File: config.mk
export PLATFORM = sky130hd
export DESIGN_NAME = sqrb_queue
export DESIGN_NICKNAME = d
export VERILOG_FILES = /design/src/hw/rtl/sqrb_pkg.sv /design/src/hw/rtl/sqrb_queue.sv
export SDC_FILE = /design/constraint.sdc
export NUM_CORES = 1
export LEC_CHECK = 0
export ABC_CLOCK_PERIOD_IN_PS = 10400
export BUFFER_PORTS_ARGS = -buffer_cell sky130_fd_sc_hd__buf_2
export CORE_UTILIZATION = 49
export CTS_BUF_LIST = sky130_fd_sc_hd__clkbuf_8
export CTS_CLUSTER_SIZE = 24
export DETAILED_ROUTE_END_ITERATION = 16
export GPL_ROUTABILITY_DRIVEN = 0
export PLACE_DENSITY_LB_ADDON = 0.08
export RECOVER_POWER = 50
export SLEW_MARGIN = 15
export SYNTH_ARGS = -nofsm -noshare
export SYNTH_HDL_FRONTEND = slang
export SYNTH_SLANG_ARGS = --single-unit
File: constraint.sdc
create_clock -name clk -period 10.4 [get_ports clk]
set_input_delay 2.08 -clock clk [delete_from_list [all_inputs] [get_ports clk]]
set_output_delay 2.08 -clock clk [all_outputs]
set_load 0.02 [all_outputs]
File: src/hw/rtl/sqrb_pkg.sv
// ----------------------------------------------------------------------------
// sqrb_pkg: shared types and helpers for the sprite quad bounds block
// Holds the quarter-wave sine table builder, trig address mapping, the beat
// type that passes from front to back, and the rounding and clamp helpers.
// ----------------------------------------------------------------------------
`default_nettype none
package sqrb_pkg;

  // Quarter-wave table depth and the address width that reaches entry DEPTH.
  localparam int SINE_TABLE_DEPTH = 1024;
  localparam int IDX_W            = $clog2(SINE_TABLE_DEPTH + 1);

  // Datapath widths.
  localparam int TRIG_W = 18;  // signed sine or cosine, Q.16 in -1..1
  localparam int HALF_W = 28;  // half extent, width times Q8.8 scale
  localparam int RW     = 52;  // working width of the rounding helpers

  localparam longint unsigned Q30_HALF_PI = 64'd1686629713;
  localparam longint Q8_MAX = 64'sd8388607;
  localparam longint Q8_MIN = -64'sd8388608;

  typedef logic [16:0] sine_tab_t [0:SINE_TABLE_DEPTH];

  // One table lookup: mirrored address and the sign of the quadrant.
  typedef struct packed {
    logic             neg;
    logic [IDX_W-1:0] idx;
  } trig_addr_t;

  // Beat that travels from the front end through the queue.
  typedef struct packed {
    logic               present;
    logic [HALF_W-1:0]  hx;
    logic [HALF_W-1:0]  hy;
    logic signed [23:0] px;
    logic signed [23:0] py;
    trig_addr_t         sx;
    trig_addr_t         cx;
    trig_addr_t         sy;
    trig_addr_t         cy;
    trig_addr_t         sz;
    trig_addr_t         cz;
  } q_item_t;

  // Sine table in Q.16, from a Q30 Taylor series through the 15th power.
  // Evaluated during elaboration, once per ROM instance.
  function automatic sine_tab_t build_sine_tab();
    sine_tab_t         tab;
    longint unsigned   x;
    longint unsigned   x2;
    longint unsigned   term;
    longint unsigned   sum;
    longint unsigned   q16;
    for (int k = 0; k <= SINE_TABLE_DEPTH; k++) begin
      x    = (Q30_HALF_PI * 64'(k)) / SINE_TABLE_DEPTH;
      x2   = (x * x) >> 30;
      term = x;
      sum  = x;
      for (int n = 1; n <= 7; n++) begin
        term = ((term * x2) >> 30) / 64'((2 * n) * (2 * n + 1));
        if ((n % 2) == 1) begin
          sum = sum - term;
        end else begin
          sum = sum + term;
        end
      end
      q16 = (sum + 64'd8192) >> 14;
      if (q16 > 64'd65536) begin
        q16 = 64'd65536;
      end
      tab[k] = q16[16:0];
    end
    return tab;
  endfunction

  // Map a binary angle onto a quarter-wave address and a sign.
  function automatic trig_addr_t trig_addr(input logic [15:0] ang);
    trig_addr_t          t;
    logic [13+IDX_W:0]   prod;
    logic [IDX_W-1:0]    idx;
    prod  = (14 + IDX_W)'(ang[13:0]) * (14 + IDX_W)'(SINE_TABLE_DEPTH);
    idx   = prod[13+IDX_W:14];
    t.neg = ang[15];
    t.idx = ang[14] ? (IDX_W'(SINE_TABLE_DEPTH) - idx) : idx;
    return t;
  endfunction

  // Right shift by 16 that rounds half away from zero.
  function automatic logic signed [RW-1:0] rnd16(input logic signed [RW-1:0] v);
    logic signed [RW-1:0] m;
    m = -v;
    if (v >= 0) begin
      return $signed((v + RW'(32768)) >> 16);
    end
    return -$signed((m + RW'(32768)) >> 16);
  endfunction

  // Right shift by 1 that rounds half away from zero.
  function automatic logic signed [RW-1:0] rnd1(input logic signed [RW-1:0] v);
    logic signed [RW-1:0] m;
    m = -v;
    if (v >= 0) begin
      return $signed((v + RW'(1)) >> 1);
    end
    return -$signed((m + RW'(1)) >> 1);
  endfunction

  // Clamp to a signed Q16.8 field.
  function automatic logic [23:0] sat_s24(input logic signed [RW-1:0] v);
    if (v > Q8_MAX) begin
      return 24'h7FFFFF;
    end
    if (v < Q8_MIN) begin
      return 24'h800000;
    end
    return v[23:0];
  endfunction

  // Clamp to an unsigned 23-bit extent.
  function automatic logic [22:0] sat_u23(input logic signed [RW-1:0] v);
    if (v > Q8_MAX) begin
      return 23'h7FFFFF;
    end
    if (v < 0) begin
      return 23'd0;
    end
    return v[22:0];
  endfunction

endpackage
`default_nettype wire

File: src/hw/rtl/sqrb_queue.sv
// ----------------------------------------------------------------------------
// sqrb_queue: two-entry queue between front and back
// Decouples the input stage from the arithmetic pipeline.
// ----------------------------------------------------------------------------
`default_nettype none
module sqrb_queue (
  input  wire logic               clk,
  input  wire logic               rst_n,
  input  wire logic               push,
  input  wire sqrb_pkg::q_item_t  push_item,
  output logic                    full,
  input  wire logic               pop,
  output logic                    not_empty,
  output sqrb_pkg::q_item_t       pop_item
);
  import sqrb_pkg::*;

  q_item_t     mem_r [0:1];
  logic        wr_ptr_r, wr_ptr_nxt;
  logic        rd_ptr_r, rd_ptr_nxt;
  logic [1:0]  count_r, count_nxt;
  logic        do_pop;

  assign full      = (count_r == 2'd2);
  assign not_empty = (count_r != 2'd0);
  assign do_pop    = pop && not_empty;
  assign pop_item  = mem_r[rd_ptr_r];

  // Pointer and fill bookkeeping.
  always_comb begin
    wr_ptr_nxt = push ? !wr_ptr_r : wr_ptr_r;
    rd_ptr_nxt = do_pop ? !rd_ptr_r : rd_ptr_r;
    count_nxt  = count_r + 2'(push) - 2'(do_pop);
  end

  always_ff @(posedge clk) begin
    if (!rst_n) begin
      wr_ptr_r <= 1'b0;
      rd_ptr_r <= 1'b0;
      count_r  <= 2'd0;
    end else begin
      wr_ptr_r <= wr_ptr_nxt;
      rd_ptr_r <= rd_ptr_nxt;
      count_r  <= count_nxt;
    end
    if (push) begin
      mem_r[wr_ptr_r] <= push_item;
    end
  end

endmodule
`default_nettype wire

[Word-level counts from Yosys, hierarchy flattened]
Memories as Yosys holds them, arrays and structs flattened. A register that Yosys moved wholly into a read port is not among the register bits.
Index checks and enable logic that the tools add are counted.
Operators by class
  add/sub/neg operators: 2
  equal/unequal tests: 1
  multiplexer cells: 4
  reductions and logical operators: 4
Operators by type and width (number)
  2-to-1 mux 1 bit: 4
  adder 2 x 1 -> 2 bit: 1
  equality test 2 bit (second input constant): 1
  zero test 1 bit: 2
  nonzero test 2 bit: 1
  subtractor 2 x 1 -> 2 bit: 1
  logical AND 1 bit: 1
Storage, ports and cells
  register bits: 4
  RAM bits: 354
  bits of input ports: 181
  output and inout port bits: 179
  word-level logic and storage cells: 15
  memories kept: 1
Memories
  mem_r: words 2, bits a word 177, read ports 1, clocked after memory_dff 1, write ports 1, RTL line sqrb_queue.sv:18  | q_item_t mem_r [0:1];

[Logic depth before layout (Yosys ltp)]
  word-level depth: 4
  depth in mapped cells: 6
  depth with buffers taken out: 6

[Worst setup path after synthesis]
OpenSTA, ideal clock, no wires.
  kind: input -> register
  start point: input push
  end point: memory mem_r[0][0] in the netlist's numbering, enable pin
  library setup time: 737 ps
  data arrival time: 9752 ps
  data required time: 9663 ps
  slack: -89 ps
  stages: 1
  buffers on the path: 0
  cell sequence: nor2b_1
Between the ends
  cells in the longest elaborated chain, start to end: 2
RTL lines
  from (decl): RTL line sqrb_queue.sv:9  | input wire logic push,
  2-to-1 mux 1 bit: RTL line sqrb_queue.sv:46  | if (push) begin
  2-to-1 mux 1 bit (not written as such): RTL line sqrb_queue.sv:47  | mem_r[wr_ptr_r] <= push_item;
  to (decl): RTL line sqrb_queue.sv:18
No other way between the ends.

[Worst setup path after layout]
  start point: input push
  end point: memory mem_r[1][67] in the netlist's numbering, enable pin
The elaborated chain is that of the path after synthesis.

==> summary.md <==
| Metric | Value |
|---|---|
| Status | finished with violations |
| Failing checks | capacitance limit, slew limit |
| Post-Synth Simple-Gate Area | 0.3969% |
| Pin count of the biggest net entering global routing | 80 |
| Resized Gates After CTS | 0 |
| Hold crit path type | register to register |
| Top post-synthesis cells by area | sky130_fd_sc_hd__edfxtp_1 78%, sky130_fd_sc_hd__mux2_4 14%, sky130_fd_sc_hd__mux2_2 3.9% |
| TritonCTS Sinks | 359 |
| Top cell by count, worst path | sky130_fd_sc_hd__clkbuf_1 |
| Worst setup path endpoint | mem_r[1][67] |
| Arrival time worst endpoint | 6.86 ns |
| Setup bufs post-CTS | 0 |
| Critical path, cell by cell | clkbuf_1, and2_0, clkbuf_1 |
| Count leader, synth | sky130_fd_sc_hd__edfxtp_1 |
| Boundary Pins | 360 |
| Final std cell area, no fill | 0.01648 mm² |
| Root Buffer Master | sky130_fd_sc_hd__clkbuf_8 |
| TritonRoute pass-1 iters | 4 |
| Tightest Pin Transition | 4.027 ns |
| Most used flip-flop cell after synthesis | sky130_fd_sc_hd__edfxtp_1 |
| Share of the synthesized area in the top cell type | 78.42% |
| Cells after synthesis | 574 |
| Via/cell ratio | 4.988 |
| Critical path startpoint category | input pin |
| P per Cell Area | 216.0 mW/mm² |
| Syn_area_per_cell | 23.62 µm² |
| Horizontal die dimension | 168.3 µm |
| Final routed DRC violation total | 0 |
| Area of the die | 0.02833 mm² |
| Endpoint of the lowest-slack register-to-register path | mem_r[1][67] |
| Number of nets produced by synthesis | 757 |
| First-pass GRT wire length | 40150 µm |
| Synthesis warning total | 0 |
| Critical Path Source | push |
| Die height | 168.3 µm |
| Reg clk slew, reported paths | 0.06 ns |
| Row Count | 60 |
| Remaining max-slew budget at the tightest pin | -168.4% |
| Async set or reset register ratio after synthesis | 0% |
| Static power due to leakage | 0.006329 µW |
| Synthesized-area fraction occupied by xor and xnor cells | 0.1661% |
| Final max-slew violation count | 135 |
| Largest stage delay on the critical path | 2.94 ns |
| Reg-to-reg critical path startpoint | wr_ptr_r |
| Number of vias in the routed layout | 6794 |
| Complex-gate fraction of the synthesized area | 0.1108% |
| Number of synthesized flops with an enable pin | 354 |
| Clock Skews | 0.03019 ns |
| Residual overflow from global routing | 0 |
| Clock tree from TritonCTS | built |
| Final ANT Viol Nets | 0 |
| Start-to-end type of the worst setup path | input pin to register |
| Number of distinct library cells after synthesis | 16 |
| Post-place instance area | 0.01565 mm² |
| Sum of negative setup slack | 0 ns |
| Final-stage net count | 1161 |
| Critical path peak fanout | 70 |
| Sequential area share after synthesis | 79.16% |
| Buffers from clock root to sink, at most | 3 |
| Register bit total from synthesis | 359 |
| Proportion of layout cells with a drive suffix above 1 | 51.43% |
| Endpoint type of the worst setup path | register |
| Total wirelength of the detailed-routed design | 27180 µm |
| Synthesized-area fraction occupied by adder cells | 0.1846% |
| Later-pin clock latency in the skew report | 0.57 ns |
| Time the final worst path needs with I/O delays and setup | 6.794 ns |
| Total of buffers placed on input and output ports | 359 |
| Finished Core Util | 60.97% |
| Logic depth of the worst register-to-register path | 2 |
| Max-cap violations | 3 |
| Post-route clock period utilization | 65.33% |
| First-iteration detailed-routing DRC count | 318 |
| Detailed placement HPWL | 18260 µm |
| Maximum operating frequency | 0.1472 GHz |
| Worst hold slack across all endpoints | 0.5308 ns |
| Via count of the first global-routing pass | 7315 |
| Combinational family with the most area after synthesis | multiplexers |
| All-Layer GR Usage | 18.85% |
| Multiplexer area fraction after synthesis | 18.45% |
| RSZ-0062 raised after global routing | false |
| Slowest cell on the critical path | sky130_fd_sc_hd__clkbuf_1 |
| Synth-to-Final Area Change | 21.56% |
| Worst IR drop on VDD | 0.1326 mV |
| WL per Instance | 19.96 µm |
| Cell accounting for the most synthesized area | sky130_fd_sc_hd__edfxtp_1 |
| Initial Utilization | 50.16% |
| Setup Viol. Count Final | 0 |
| H-tree lvl count | 2 |
| Number of hold-slack violations in the final timing report | 0 |
| Antenna violations before repair | 7 |
| Critical path required time | 10.46 ns |
| Core area | 0.02703 mm² |
| Clock buffers created by TritonCTS | 56 |
| Total of hold buffers inserted after clock tree synthesis | 0 |
| Reg-to-reg setup timing slack | 4.96 ns |
| Post-synth top cells | 354 x sky130_fd_sc_hd__edfxtp_1, 130 x sky130_fd_sc_hd__mux2_4, 47 x sky130_fd_sc_hd__mux2_2 |
| Summed instance area of the synthesized netlist | 0.01356 mm² |
==> worst min-delay path by stage <==
stage	cells past startpoint	start	slack (ns)	to
after detailed placement	2	rd_ptr_r	0.50	register
after floorplan	2	rd_ptr_r	0.45	register
after global placement	2	rd_ptr_r	0.46	rd_ptr_r
final	2	rd_ptr_r	0.53	register
after global routing	2	rd_ptr_r	0.56	register
after CTS	2	rd_ptr_r	0.52	register
==> power breakdown <==
group,leakage (µW),internal [µW],switching [µW]
combinational,0.00239,380,469
sequential,0.00336,1680,26.9
clock,0.000577,503,498
==> area by class of cell <==
cell class | count | area (µm²)
sequential | 359 | 10730
fill | 2069 | 10550
multi-input combinational | 193 | 2618
timing repair buffer | 366 | 1740
clock buffer | 57 | 784.5
tap | 341 | 426.7
clock inverter | 40 | 157.7
antenna | 4 | 10.01
inverter | 2 | 7.507
==> through the flow <==
| step | instances | setup WS [ns] | power [µW] |
|---|---|---|---|
| 3_5_place_dp | 1261 | 5.368 | 2606 |
| 4_1_cts | 1358 | 4.733 | 3610 |
| 6_report | 1362 | 3.606 | 3559 |
| 3_3_place_gp | 1261 | 5.426 | 2584 |
| 5_1_grt | 1361 | 3.078 | 3710 |
| 2_1_floorplan | 574 | 3.252 | 2374 |
==> worst max-delay path, delay by kind of cell <==
kind / cells / cell delay [ns]
simple gates: 1 / 1.61
buf+inv: 2 / 3.10
==> layout by cell type, fill, tap and decap left out, types with 6 or more instances in the layout <==
| cell | instances |
|---|---|
| sky130_fd_sc_hd__clkbuf_1 | 84 |
| sky130_fd_sc_hd__buf_4 | 6 |
| sky130_fd_sc_hd__buf_2 | 275 |
| sky130_fd_sc_hd__clkinv_1 | 10 |
| sky130_fd_sc_hd__mux2_2 | 47 |
| sky130_fd_sc_hd__mux2_4 | 130 |
| sky130_fd_sc_hd__edfxtp_1 | 354 |
| sky130_fd_sc_hd__clkinv_2 | 6 |
| sky130_fd_sc_hd__inv_1 | 26 |
| sky130_fd_sc_hd__clkbuf_8 | 57 |
==> registers in the layout, summed over array words and instances (netlist names), named ones only <==
name,flops
count_r,2
mem_r,354
rd_ptr_r,1
wr_ptr_r,1
==> cell families after synthesis <==
kind of cell / after synthesis
compound gates: 2
xor+xnor: 1
fa+ha+maj: 2
buf+inv: 22
flops: 359
mux: 179
simple gates: 9
==> routing by layer <==
metal / vias to the layer above / track usage [%] / share of wire (%) / wire (µm)
li1: 3098 / - / - / -
met1: 3350 / 20.15 / 36 / 9665
met2: 279 / 33.38 / 52 / 14100
met3: 61 / 7.029 / 9.4 / 2558
met4: 6 / 8.063 / 3.0 / 816
met5: - / 0 / 0.14 / 39
Power figures use the tool's default switching activity.
