[config.mk]
export PLATFORM = sky130hd
export DESIGN_NAME = sqrb_front
export DESIGN_NICKNAME = d
export VERILOG_FILES = /design/src/hw/rtl/sqrb_pkg.sv /design/src/hw/rtl/sqrb_front.sv
export SDC_FILE = /design/constraint.sdc
export NUM_CORES = 1
export LEC_CHECK = 0
export ABC_CLOCK_PERIOD_IN_PS = 10900
export BUFFER_PORTS_ARGS = -buffer_cell sky130_fd_sc_hd__buf_2
export CAP_MARGIN = 20
export CORE_MARGIN = 1.5
export CORE_UTILIZATION = 53
export CTS_CLUSTER_SIZE = 14
export DETAILED_ROUTE_END_ITERATION = 10
export PLACE_DENSITY = 0.77
export SYNTH_ARGS = -nofsm -noshare
export SYNTH_HDL_FRONTEND = slang
export SYNTH_SLANG_ARGS = --single-unit
export TNS_END_PERCENT = 1
[constraint.sdc]
create_clock -name clk -period 10.9 [get_ports clk]
set_input_delay 2.18 -clock clk [delete_from_list [all_inputs] [get_ports clk]]
set_output_delay 2.18 -clock clk [all_outputs]
set_load 0.01 [all_outputs]
[src/hw/rtl/sqrb_pkg.sv]
// ----------------------------------------------------------------------------
// sqrb_pkg: shared types and helpers for the sprite quad bounds block
// Holds the quarter-wave sine table builder, trig address mapping, the beat
// type that passes from front to back, and the rounding and clamp helpers.
// ----------------------------------------------------------------------------
`default_nettype none
package sqrb_pkg;

  // Quarter-wave table depth and the address width that reaches entry DEPTH.
  localparam int SINE_TABLE_DEPTH = 1024;
  localparam int IDX_W            = $clog2(SINE_TABLE_DEPTH + 1);

  // Datapath widths.
  localparam int TRIG_W = 18;  // signed sine or cosine, Q.16 in -1..1
  localparam int HALF_W = 28;  // half extent, width times Q8.8 scale
  localparam int RW     = 52;  // working width of the rounding helpers

  localparam longint unsigned Q30_HALF_PI = 64'd1686629713;
  localparam longint Q8_MAX = 64'sd8388607;
  localparam longint Q8_MIN = -64'sd8388608;

  typedef logic [16:0] sine_tab_t [0:SINE_TABLE_DEPTH];

  // One table lookup: mirrored address and the sign of the quadrant.
  typedef struct packed {
    logic             neg;
    logic [IDX_W-1:0] idx;
  } trig_addr_t;

  // Beat that travels from the front end through the queue.
  typedef struct packed {
    logic               present;
    logic [HALF_W-1:0]  hx;
    logic [HALF_W-1:0]  hy;
    logic signed [23:0] px;
    logic signed [23:0] py;
    trig_addr_t         sx;
    trig_addr_t         cx;
    trig_addr_t         sy;
    trig_addr_t         cy;
    trig_addr_t         sz;
    trig_addr_t         cz;
  } q_item_t;

  // Sine table in Q.16, from a Q30 Taylor series through the 15th power.
  // Evaluated during elaboration, once per ROM instance.
  function automatic sine_tab_t build_sine_tab();
    sine_tab_t         tab;
    longint unsigned   x;
    longint unsigned   x2;
    longint unsigned   term;
    longint unsigned   sum;
    longint unsigned   q16;
    for (int k = 0; k <= SINE_TABLE_DEPTH; k++) begin
      x    = (Q30_HALF_PI * 64'(k)) / SINE_TABLE_DEPTH;
      x2   = (x * x) >> 30;
      term = x;
      sum  = x;
      for (int n = 1; n <= 7; n++) begin
        term = ((term * x2) >> 30) / 64'((2 * n) * (2 * n + 1));
        if ((n % 2) == 1) begin
          sum = sum - term;
        end else begin
          sum = sum + term;
        end
      end
      q16 = (sum + 64'd8192) >> 14;
      if (q16 > 64'd65536) begin
        q16 = 64'd65536;
      end
      tab[k] = q16[16:0];
    end
    return tab;
  endfunction

  // Map a binary angle onto a quarter-wave address and a sign.
  function automatic trig_addr_t trig_addr(input logic [15:0] ang);
    trig_addr_t          t;
    logic [13+IDX_W:0]   prod;
    logic [IDX_W-1:0]    idx;
    prod  = (14 + IDX_W)'(ang[13:0]) * (14 + IDX_W)'(SINE_TABLE_DEPTH);
    idx   = prod[13+IDX_W:14];
    t.neg = ang[15];
    t.idx = ang[14] ? (IDX_W'(SINE_TABLE_DEPTH) - idx) : idx;
    return t;
  endfunction

  // Right shift by 16 that rounds half away from zero.
  function automatic logic signed [RW-1:0] rnd16(input logic signed [RW-1:0] v);
    logic signed [RW-1:0] m;
    m = -v;
    if (v >= 0) begin
      return $signed((v + RW'(32768)) >> 16);
    end
    return -$signed((m + RW'(32768)) >> 16);
  endfunction

  // Right shift by 1 that rounds half away from zero.
  function automatic logic signed [RW-1:0] rnd1(input logic signed [RW-1:0] v);
    logic signed [RW-1:0] m;
    m = -v;
    if (v >= 0) begin
      return $signed((v + RW'(1)) >> 1);
    end
    return -$signed((m + RW'(1)) >> 1);
  endfunction

  // Clamp to a signed Q16.8 field.
  function automatic logic [23:0] sat_s24(input logic signed [RW-1:0] v);
    if (v > Q8_MAX) begin
      return 24'h7FFFFF;
    end
    if (v < Q8_MIN) begin
      return 24'h800000;
    end
    return v[23:0];
  endfunction

  // Clamp to an unsigned 23-bit extent.
  function automatic logic [22:0] sat_u23(input logic signed [RW-1:0] v);
    if (v > Q8_MAX) begin
      return 23'h7FFFFF;
    end
    if (v < 0) begin
      return 23'd0;
    end
    return v[22:0];
  endfunction

endpackage
`default_nettype wire

[src/hw/rtl/sqrb_front.sv]
// ----------------------------------------------------------------------------
// sqrb_front: input stage
// Accepts a sprite beat, forms the scaled half extents and the six table
// addresses, and holds the beat until the queue can take it.
// ----------------------------------------------------------------------------
`default_nettype none
module sqrb_front (
  input  wire logic                   clk,
  input  wire logic                   rst_n,
  input  wire logic                   start,
  output logic                        busy,
  input  wire logic                   in_sprite_present,
  input  wire logic [11:0]            in_sprite_width,
  input  wire logic [11:0]            in_sprite_height,
  input  wire logic [15:0]            in_scale_x,
  input  wire logic [15:0]            in_scale_y,
  input  wire logic signed [23:0]     in_pos_x,
  input  wire logic signed [23:0]     in_pos_y,
  input  wire logic [15:0]            in_angle_x,
  input  wire logic [15:0]            in_angle_y,
  input  wire logic [15:0]            in_angle_z,
  input  wire logic                   q_full,
  output logic                        push,
  output sqrb_pkg::q_item_t           push_item
);
  import sqrb_pkg::*;

  logic    f_valid_r, f_valid_nxt;
  q_item_t f_item_r, f_item_nxt;
  logic    accept;

  // Accept when the held beat is empty or moving into the queue.
  assign push   = f_valid_r && !q_full;
  assign busy   = f_valid_r && q_full;
  assign accept = start && !busy;

  // Classify the incoming beat.
  always_comb begin
    f_item_nxt.present = in_sprite_present;
    f_item_nxt.hx      = HALF_W'(in_sprite_width) * HALF_W'(in_scale_x);
    f_item_nxt.hy      = HALF_W'(in_sprite_height) * HALF_W'(in_scale_y);
    f_item_nxt.px      = in_pos_x;
    f_item_nxt.py      = in_pos_y;
    f_item_nxt.sx      = trig_addr(in_angle_x);
    f_item_nxt.cx      = trig_addr(in_angle_x + 16'd16384);
    f_item_nxt.sy      = trig_addr(in_angle_y);
    f_item_nxt.cy      = trig_addr(in_angle_y + 16'd16384);
    f_item_nxt.sz      = trig_addr(in_angle_z);
    f_item_nxt.cz      = trig_addr(in_angle_z + 16'd16384);
    f_valid_nxt        = accept || (f_valid_r && !push);
  end

  // Holding register.
  always_ff @(posedge clk) begin
    if (!rst_n) begin
      f_valid_r <= 1'b0;
    end else begin
      f_valid_r <= f_valid_nxt;
    end
    if (accept) begin
      f_item_r <= f_item_nxt;
    end
  end

  assign push_item = f_item_r;

endmodule
`default_nettype wire

Yosys cells after proc, flatten, opt, wreduce, memory -nomap -nowiden:

Cells that the tools add are included.

* add/subtract/negate cells: 9
* $mul: 2
* reductions and logical operators: 8
* mux-type cells: 6

Operators by type and width (number)
* 11-bit by 10-bit subtractor with 11-bit output, first input constant: 6
* 10-bit two-way mux: 6
* 12-bit by 16-bit multiplier with 28-bit output: 2
* 16-bit by 15-bit adder with 16-bit output, second input constant: 3
* 1-bit logical AND: 4
* 1-bit zero test: 3
* 1-bit logical OR: 1

* output and inout bits: 179
* register bits: 178
* word-level logic and storage cells: 49
* input port bits: 157

Longest topological paths before layout:

Gate-level depths: netlist (run 1).

* depth in word-level cells: 5
* mapped depth: 20

Worst setup path before layout (run 1):

No wires, ideal clock.

* path type: input-to-reg
* start point: in q_full
* end point: reg f_item_r (netlist bit push_item[0]) (enable)
* setup time: 0.730 ns
* buffers on the path: 0
* data arrival time: 10.032 ns
* path slack: 0.138 ns
* stages on the path: 2
* cells stage by stage: and2_1 nor2b_1

* longest elaborated chain between the ends: 3

Ends and longest elaborated chain
* start: declaration: RTL line sqrb_front.sv:22 `input wire logic q_full,`
* 1-bit logical AND: RTL line sqrb_front.sv:34 `assign busy = f_valid_r && q_full;`
* 1-bit zero test: RTL line sqrb_front.sv:35 `assign accept = start && !busy;`
* 1-bit logical AND: RTL line sqrb_front.sv:35
* named net accept: RTL line sqrb_front.sv:30 `logic accept;`
* end signal: assignment: RTL line sqrb_front.sv:61 `f_item_r <= f_item_nxt;`
* end: declaration: RTL line sqrb_front.sv:29 `q_item_t f_item_r, f_item_nxt;`

The timed path passes the listed nets, and every way through them passes these cells.
A chain may end at the register's enable or synchronous reset.

==> key figures, run 1 <==
Placement
  • RePlAce Congestion: 0.8874
  • HPWL after DPL: about 37000 um
  • Placed cells: roughly 2500
  • Port-buffer cells: roughly 320
  • Pre-CTS setup slack: approximately 3.4 ns

Cells and area
  • Finished Layout Cells: 2576
  • Layout area overhead: 13.41%
  • Layout cells sized above 1: 0.1776
  • Nets: about 2700
  • Finished Core Util: 0.6122

STA
  • Setup ws final: 3.759 ns
  • RSZ-0062 raised after global routing: no
  • Final Skew: roughly 0.0097 ns
  • Post-Route Setup TNS: 0 ns
  • Final worst path period share: 0.6552
  • Max-slew headroom: 0.2483
  • Final hold viol count: 0
  • FMAX: approximately 0.14 GHz
  • Pins Over Slew Limit: 0
  • Final min period: just over 7 ns
  • Setup violations, final: 0
  • Slew @ Worst Pin: 1.128 ns
  • Fin Hold WS: 0.6861 ns

Logic synthesis
  • Syn_area_per_cell: approximately 10 um2
  • Net Count, Synth: about 2400
  • Commonest cells in the synthesized netlist: inv_1 (363), nand2_1 (307), fa_1 (280)
  • Post-synth EDFFs: approximately 170
  • Cells after Synth: approximately 1800
  • Synthesis Warnings: 0
  • Synthesized flop and latch total: 175
  • Synth area leader: fa_1
  • Synth Flop Type: edfxtp_1
  • Mapped Area: 0.01869 mm2
  • Synth area leaders: fa_1 (30%), edfxtp_1 (28%), ha_1 (9.0%)
  • Top-count cell post-synth: inv_1
  • Register area share after synthesis: 0.2806
  • Fraction of registers with async set/reset: 0
  • Top-area cell type share of the netlist area: 0.2999
  • Distinct cells, synth: 55

Hold path
  • WHS Path Cells: 2
  • WHS Endpoint: f_valid_r
  • Hold WC Path Type: register to register
  • Hold path startpoint: f_valid_r

Die
  • Core ar.: 0.03463 mm2
  • Chip height: between 150 and 200 um
  • # IOs: 336
  • Die width: around 190 um
  • Starting Density: 0.5398
  • Num rows: 68
  • Die area: approximately 0.036 mm2

Global routing
  • GR Util met2: 0.4437
  • First-pass GRT wire length: around 73000 um
  • GR Layer Usage met3: 0.06496
  • Pin count of the biggest net entering global routing: roughly 180
  • Total track usage: 0.2624
  • Vias in the first global route: around 14000
  • Initial antenna violation count: 9
  • Overflow after GRT: 0
  • Most used routing layer: met2
  • Met1 Usage GRT: 0.3015

Routing
  • # DRC: 0
  • Initial DRC count: just over 800
  • DRT Pass-1 Iters: 5
  • Antenna-violating nets left: 0
  • Routed WL per cell: approximately 18 um
  • Via count of the routed design: about 14000
  • Drt total wl: about 46000 um
  • DR vias/cell: 5.294

Critical path
  • Crit-path most repeated cell: fa_1
  • Startpoint Class: input port
  • Largest fanout on the critical path: 16
  • Worst r2r src: f_valid_r
  • Critical path cell sequence: buf_2 > nand2_1 > fa_1 > inv_1 > fa_1 > fa_1 > fa_1 > inv_1 > fa_1 > inv_1 > ha_1 > and3_1 > nand2_1 > a21oi_1 > nor2_1 > o31ai_1 > nor4_1 > a211oi_1
  • R2R depth: 3
  • R2r setup slk: around 9 ns
  • Delay-heaviest family, CP: adder cells
  • Worst Path Required: around 11 ns
  • Crit path DAT: 7.41 ns
  • Critical path class: input port to register
  • WP buf/inv: 4
  • CP Capture Type: register
  • Worst-path cell with the longest stage delay: o31ai_1
  • Worst r2r dst: push_item[165]
  • Max incr delay on CP: around 0.67 ns

CTS
  • Clock latency on the worst-skew pair: ~0.45 ns
  • Num Clock Sinks: ~180
  • TritonCTS buffer count: 17
  • H-tree lvl count: 4
  • Clock buffer depth: 2
  • CTS Hold Buffers Added: 0
  • CTS tree: done
  • Root Driver: clkbuf_16
  • Post-CTS Setup Repair Bufs: 0
  • Number of gates resized after CTS: 0
  • Clock transition at the registers of the reported paths: around 0.080 ns

Power and ir drop
  • LEAKAGE: 0.01041 uW
  • Pint: just under 3000 uW
  • Clock power share: 0.104
  • Maximum VDD drop: about 0.38 mV
  • Gate power share: 0.702
  • PwrDens: 270.3 mW/mm2
  • Net Switching: 2783 uW
  • Switch share: 0.4857
  • Part of the power in registers: 0.194

Run
  • Max Cap Violations: 0

Run status
  • Status: complete, no violations
-- how the worst max path moves through the flow --
stage | from | to | slack [ns] | depth (start not counted)
4_1_cts | in_sprite_height[6] | push_item[141] | 3.87 | 18
3_5_place_dp | in_sprite_height[6] | push_item[141] | 3.39 | 18
6_report | in_sprite_height[6] | push_item[141] | 3.76 | 18
5_1_grt | in_sprite_height[3] | push_item[141] | 3.49 | 18
2_1_floorplan | q_full | push_item[0] | 0.14 | 2
3_3_place_gp | in_sprite_height[6] | push_item[141] | 3.45 | 19
-- through the flow --
step | total power [uW] | cell area [um2]
3_5_place_dp | 5083 | 20620
6_report | 5729 | 21200
4_1_cts | 5722 | 21170
5_1_grt | 6301 | 21180
3_3_place_gp | 4968 | 20620
2_1_floorplan | 4013 | 18690
-- per-layer routing --
layer / share of wire / wire length (um)
met5: 0.00048 / 22
met4: 0.054 / 2450
met3: 0.086 / 3950
met2: 0.49 / 22420
met1: 0.37 / 16860
-- logic make-up (layout without fill, tap and decap cells) --
group,Yosys count,count (layout),synth area share
compound gates,134,134,0.04458
simple gates,567,567,0.1474
buf+inv,436,717,0.08816
flops,175,175,0.2806
other cells,0,10,0
xor+xnor,96,96,0.04498
mux,7,7,0.004016
fa+ha+maj,415,415,0.3903
-- state kept, by name (all words and copies together) (netlist names) --
name       cells
push_item    174
f_valid_r      1
-- power groups by stage --
stage | clock (uW) | sequential, uW | combinational, uW
finish | 596 | 1110 | 4020
global placement | 0 | 1120 | 3850
CTS | 613 | 1110 | 4000
floorplan | 0 | 1200 | 2820
global route | 633 | 1120 | 4540
detailed placement | 0 | 1120 | 3960
-- worst min-delay path, stage by stage (launching register included) --
cell	delay (ns)
dfxtp_1	0.32
and2_1	0.21
o21a_1	0.13
-- cell usage in the layout, fill, tap and decap left out, types with 7 or more instances in the layout --
cell type,count
inv_1,363
buf_2,323
nand2_1,307
fa_1,280
edfxtp_1,174
and2_1,135
ha_1,135
xnor2_1,68
a21oi_1,57
nor2_1,36
xor2_1,28
o21ai_0,25
nand2b_1,23
clkbuf_16,17
a21o_1,13
diode_2,10
or3_1,10
nand4_1,7
or3_4,7
or2b_1,7
-- area by class of cell --
cell class	instances	area (um2)
antenna	10	25.02
clock buffer	18	429.2
clock inverter	12	123.9
fill	2862	13430
inverter	363	1363
multi-input combinational	1219	11810
sequential	175	5245
tap	455	569.3
timing repair buffer	324	1637
Note: power is estimated with default switching activity, not from simulation.
==> run 2, diff against run 1 <==
- ABC_CLOCK_PERIOD_IN_PS: 10900 -> 7500
- CORE_UTILIZATION: 53 -> 57
- PLACE_DENSITY: 0.77 -> 0.79
- clock period: 10.9 -> 7.5 ns (I/O delays scaled with it)
==> run 2 against run 1 <==
  * Global-route usage increased by 1.6 points
  * Largest cell class unchanged
  * Flip-flop and latch count unchanged
  * Sequential share of layout area about the same
  * Highest routed layer unchanged
  * Register-to-register slack got worse by 3.3 ns
  * Non-clock buffer count unchanged
  * Via count increased by 0.50%
  * Final cell count decreased by 0.74%
  * Largest power group unchanged
  * Core utilization increased by 4.2 points
  * Clock skew increased by 0.0034 ns
  * Worst setup slack got worse by 2.7 ns
  * Clock-buffer cell count unchanged
  * First-iteration DRC count increased by 3.8%
==> key figures, run 2 (synthesis results as in run 1) <==
Run status
  • Status: complete, no violations (unchanged)

STA
  • Setup violations, final: 0 (unchanged)
  • RSZ-0062 raised after global routing: no (unchanged)
  • Final Skew: 0.01307 ns (was 0.009689 ns)
  • Final worst path period share: 0.8549
  • Max-slew headroom: 0.3450 (was 0.2483)
  • FMAX: between 0.15 and 0.2 GHz
  • Final min period: roughly 6.4 ns
  • Slew @ Worst Pin: 0.9825 ns (was 1.128 ns)
  • Pins Over Slew Limit: 0 (unchanged)
  • Post-Route Setup TNS: 0 ns (unchanged)
  • Final hold viol count: 0 (unchanged)

Critical path
  • Startpoint Class: input port (unchanged)
  • CP Capture Type: register (unchanged)
  • Critical path class: input port to register (unchanged)
  • Crit path DAT: 6.68 ns (was 7.41 ns)
  • Worst Path Required: 7.77 ns (was 11.17 ns)
  • Largest fanout on the critical path: 16 (unchanged)

Power and ir drop
  • Maximum VDD drop: 0.4850 mV (was 0.3808 mV)
  • PwrDens: 392.8 mW/mm2 (was 270.3 mW/mm2)
  • LEAKAGE: 0.01041 uW (about the same)

Routing
  • Drt total wl: 44980 um (was 45700 um)
  • DR vias/cell: 5.360 (was 5.294)
  • Highest metal layer with signal wires: met5 (unchanged)
  • DRT Pass-1 Iters: 6 (was 5)
  • Routed WL per cell: 17.59 um (was 17.74 um)
  • # DRC: 0 (unchanged)
  • Initial DRC count: 849 (was 818)
  • Post-Route M1 WL: 16740 um (was 16860 um)
  • WL met3: 3585 um (was 3950 um)
  • Antenna-violating nets left: 0 (unchanged)
  • Via count of the routed design: 13710 (was 13640)
  • DR WL met2: 22850 um (was 22420 um)

Cells and area
  • Layout cells sized above 1: 0.1780 (was 0.1776)
  • Number of flip-flops in the largest register: 174 (unchanged)
  • Nets: 2672 (unchanged)
  • Most frequent cells in the layout: inv_1 (363), buf_2 (323), nand2_1 (307), fa_1 (280), edfxtp_1 (174) (unchanged)
  • Most common cell after layout, fill and taps aside: inv_1 (unchanged)
  • Finished Core Util: 0.6538 (was 0.6122)
  • Layout area overhead: 13.23% (was 13.41%)

CTS
  • CTS Hold Buffers Added: 0 (unchanged)
  • Clock latency on the worst-skew pair: 0.45 ns (about the same)
  • TritonCTS buffer count: 17 (unchanged)
  • Number of gates resized after CTS: 0 (unchanged)
  • H-tree lvl count: 4 (unchanged)
  • Clock buffer depth: 2 (unchanged)
  • Root Driver: clkbuf_16 (unchanged)
  • Clock transition at the registers of the reported paths: 0.07 ns (was 0.08 ns)
  • CTS tree: done (unchanged)
  • Num Clock Sinks: 175 (unchanged)
  • Post-CTS Setup Repair Bufs: 0 (unchanged)

Die
  • Die area: 0.03389 mm2 (was 0.03640 mm2)
  • Die width: 184.1 um (was 190.8 um)
  • Chip height: 184.1 um (was 190.8 um)
  • Starting Density: 0.5774 (was 0.5398)
  • Num rows: 66 (was 68)
  • Core ar.: 0.03237 mm2 (was 0.03463 mm2)
  • # IOs: 336 (unchanged)

Global routing
  • Vias in the first global route: 14360 (was 14330)
  • Overflow after GRT: 0 (unchanged)
  • Pin count of the biggest net entering global routing: 175 (unchanged)
  • Total track usage: 0.2788 (was 0.2624)
  • First-pass GRT wire length: 72200 um (was 72970 um)
  • Initial antenna violation count: 6 (was 9)

Placement
  • Port-buffer cells: 323 (unchanged)
  • RePlAce Congestion: 0.8803 (was 0.8874)
  • HPWL after DPL: 35740 um (was 36870 um)

Run
  • Max Cap Violations: 0 (unchanged)

Hold path
  • Hold WC Path Type: register to register (unchanged)
-- run 2: final cells by class --
cell class / instances / area, um2
timing repair buffer: 324 / 1637
fill: 2560 / 11210
tap: 442 / 553.0
multi-input combinational: 1219 / 11810
inverter: 363 / 1363
clock inverter: 13 / 125.1
antenna: 3 / 7.507
sequential: 175 / 5245
clock buffer: 18 / 429.2
-- run 2: worst paths after layout --
path,from,endpoint,slack [ns],depth (start not counted)
setup reg to reg,f_valid_r,push_item[77],5.67,3
hold reg to reg,f_valid_r,f_valid_r,0.68,2
setup / recovery,in_sprite_height[6],push_item[141],1.09,19
hold / removal,f_valid_r,f_valid_r,0.68,2
-- run 2: per-layer routing --
metal / GRT usage / up-vias
li1: - / 6196
met1: 0.3319 / 6815
met2: 0.4853 / 568
met3: 0.05824 / 121
met4: 0.1285 / 6
met5: 0 / -
-- run 2: critical path, cell delays in order --
cell and delay [ns]:
buf_2 0.22, and2_1 0.21, fa_1 0.53, inv_1 0.05, fa_1 0.54, inv_1 0.06, fa_1 0.47, fa_1 0.50
inv_1 0.05, fa_1 0.48, inv_1 0.04, ha_1 0.35, and3_1 0.22, nand2_1 0.06, a21oi_1 0.26, nor2_1 0.18
o31ai_1 0.62, nor4_1 0.09, a211oi_1 0.24
-- run 2: stage by stage --
step | std cells | area (um2) | total power, uW | setup WS [ns] | hold slack (ns)
after global routing | 2555 | 21160 | 9119 | 0.8192 | 0.7177
after detailed placement | 2523 | 20600 | 7354 | 0.6742 | 0.6625
after global placement | 2523 | 20600 | 7203 | 0.7861 | 0.6396
after CTS | 2554 | 21160 | 8310 | 1.151 | 0.6792
after floorplan | 1830 | 18690 | 5825 | 0.8136 | 0.6528
final | 2557 | 21170 | 8313 | 1.088 | 0.6777
-- run 2: power by group --
group          switching, uW  internal, uW
Clock                    440           437
Combinational           3560          2270
Sequential              50.4          1560
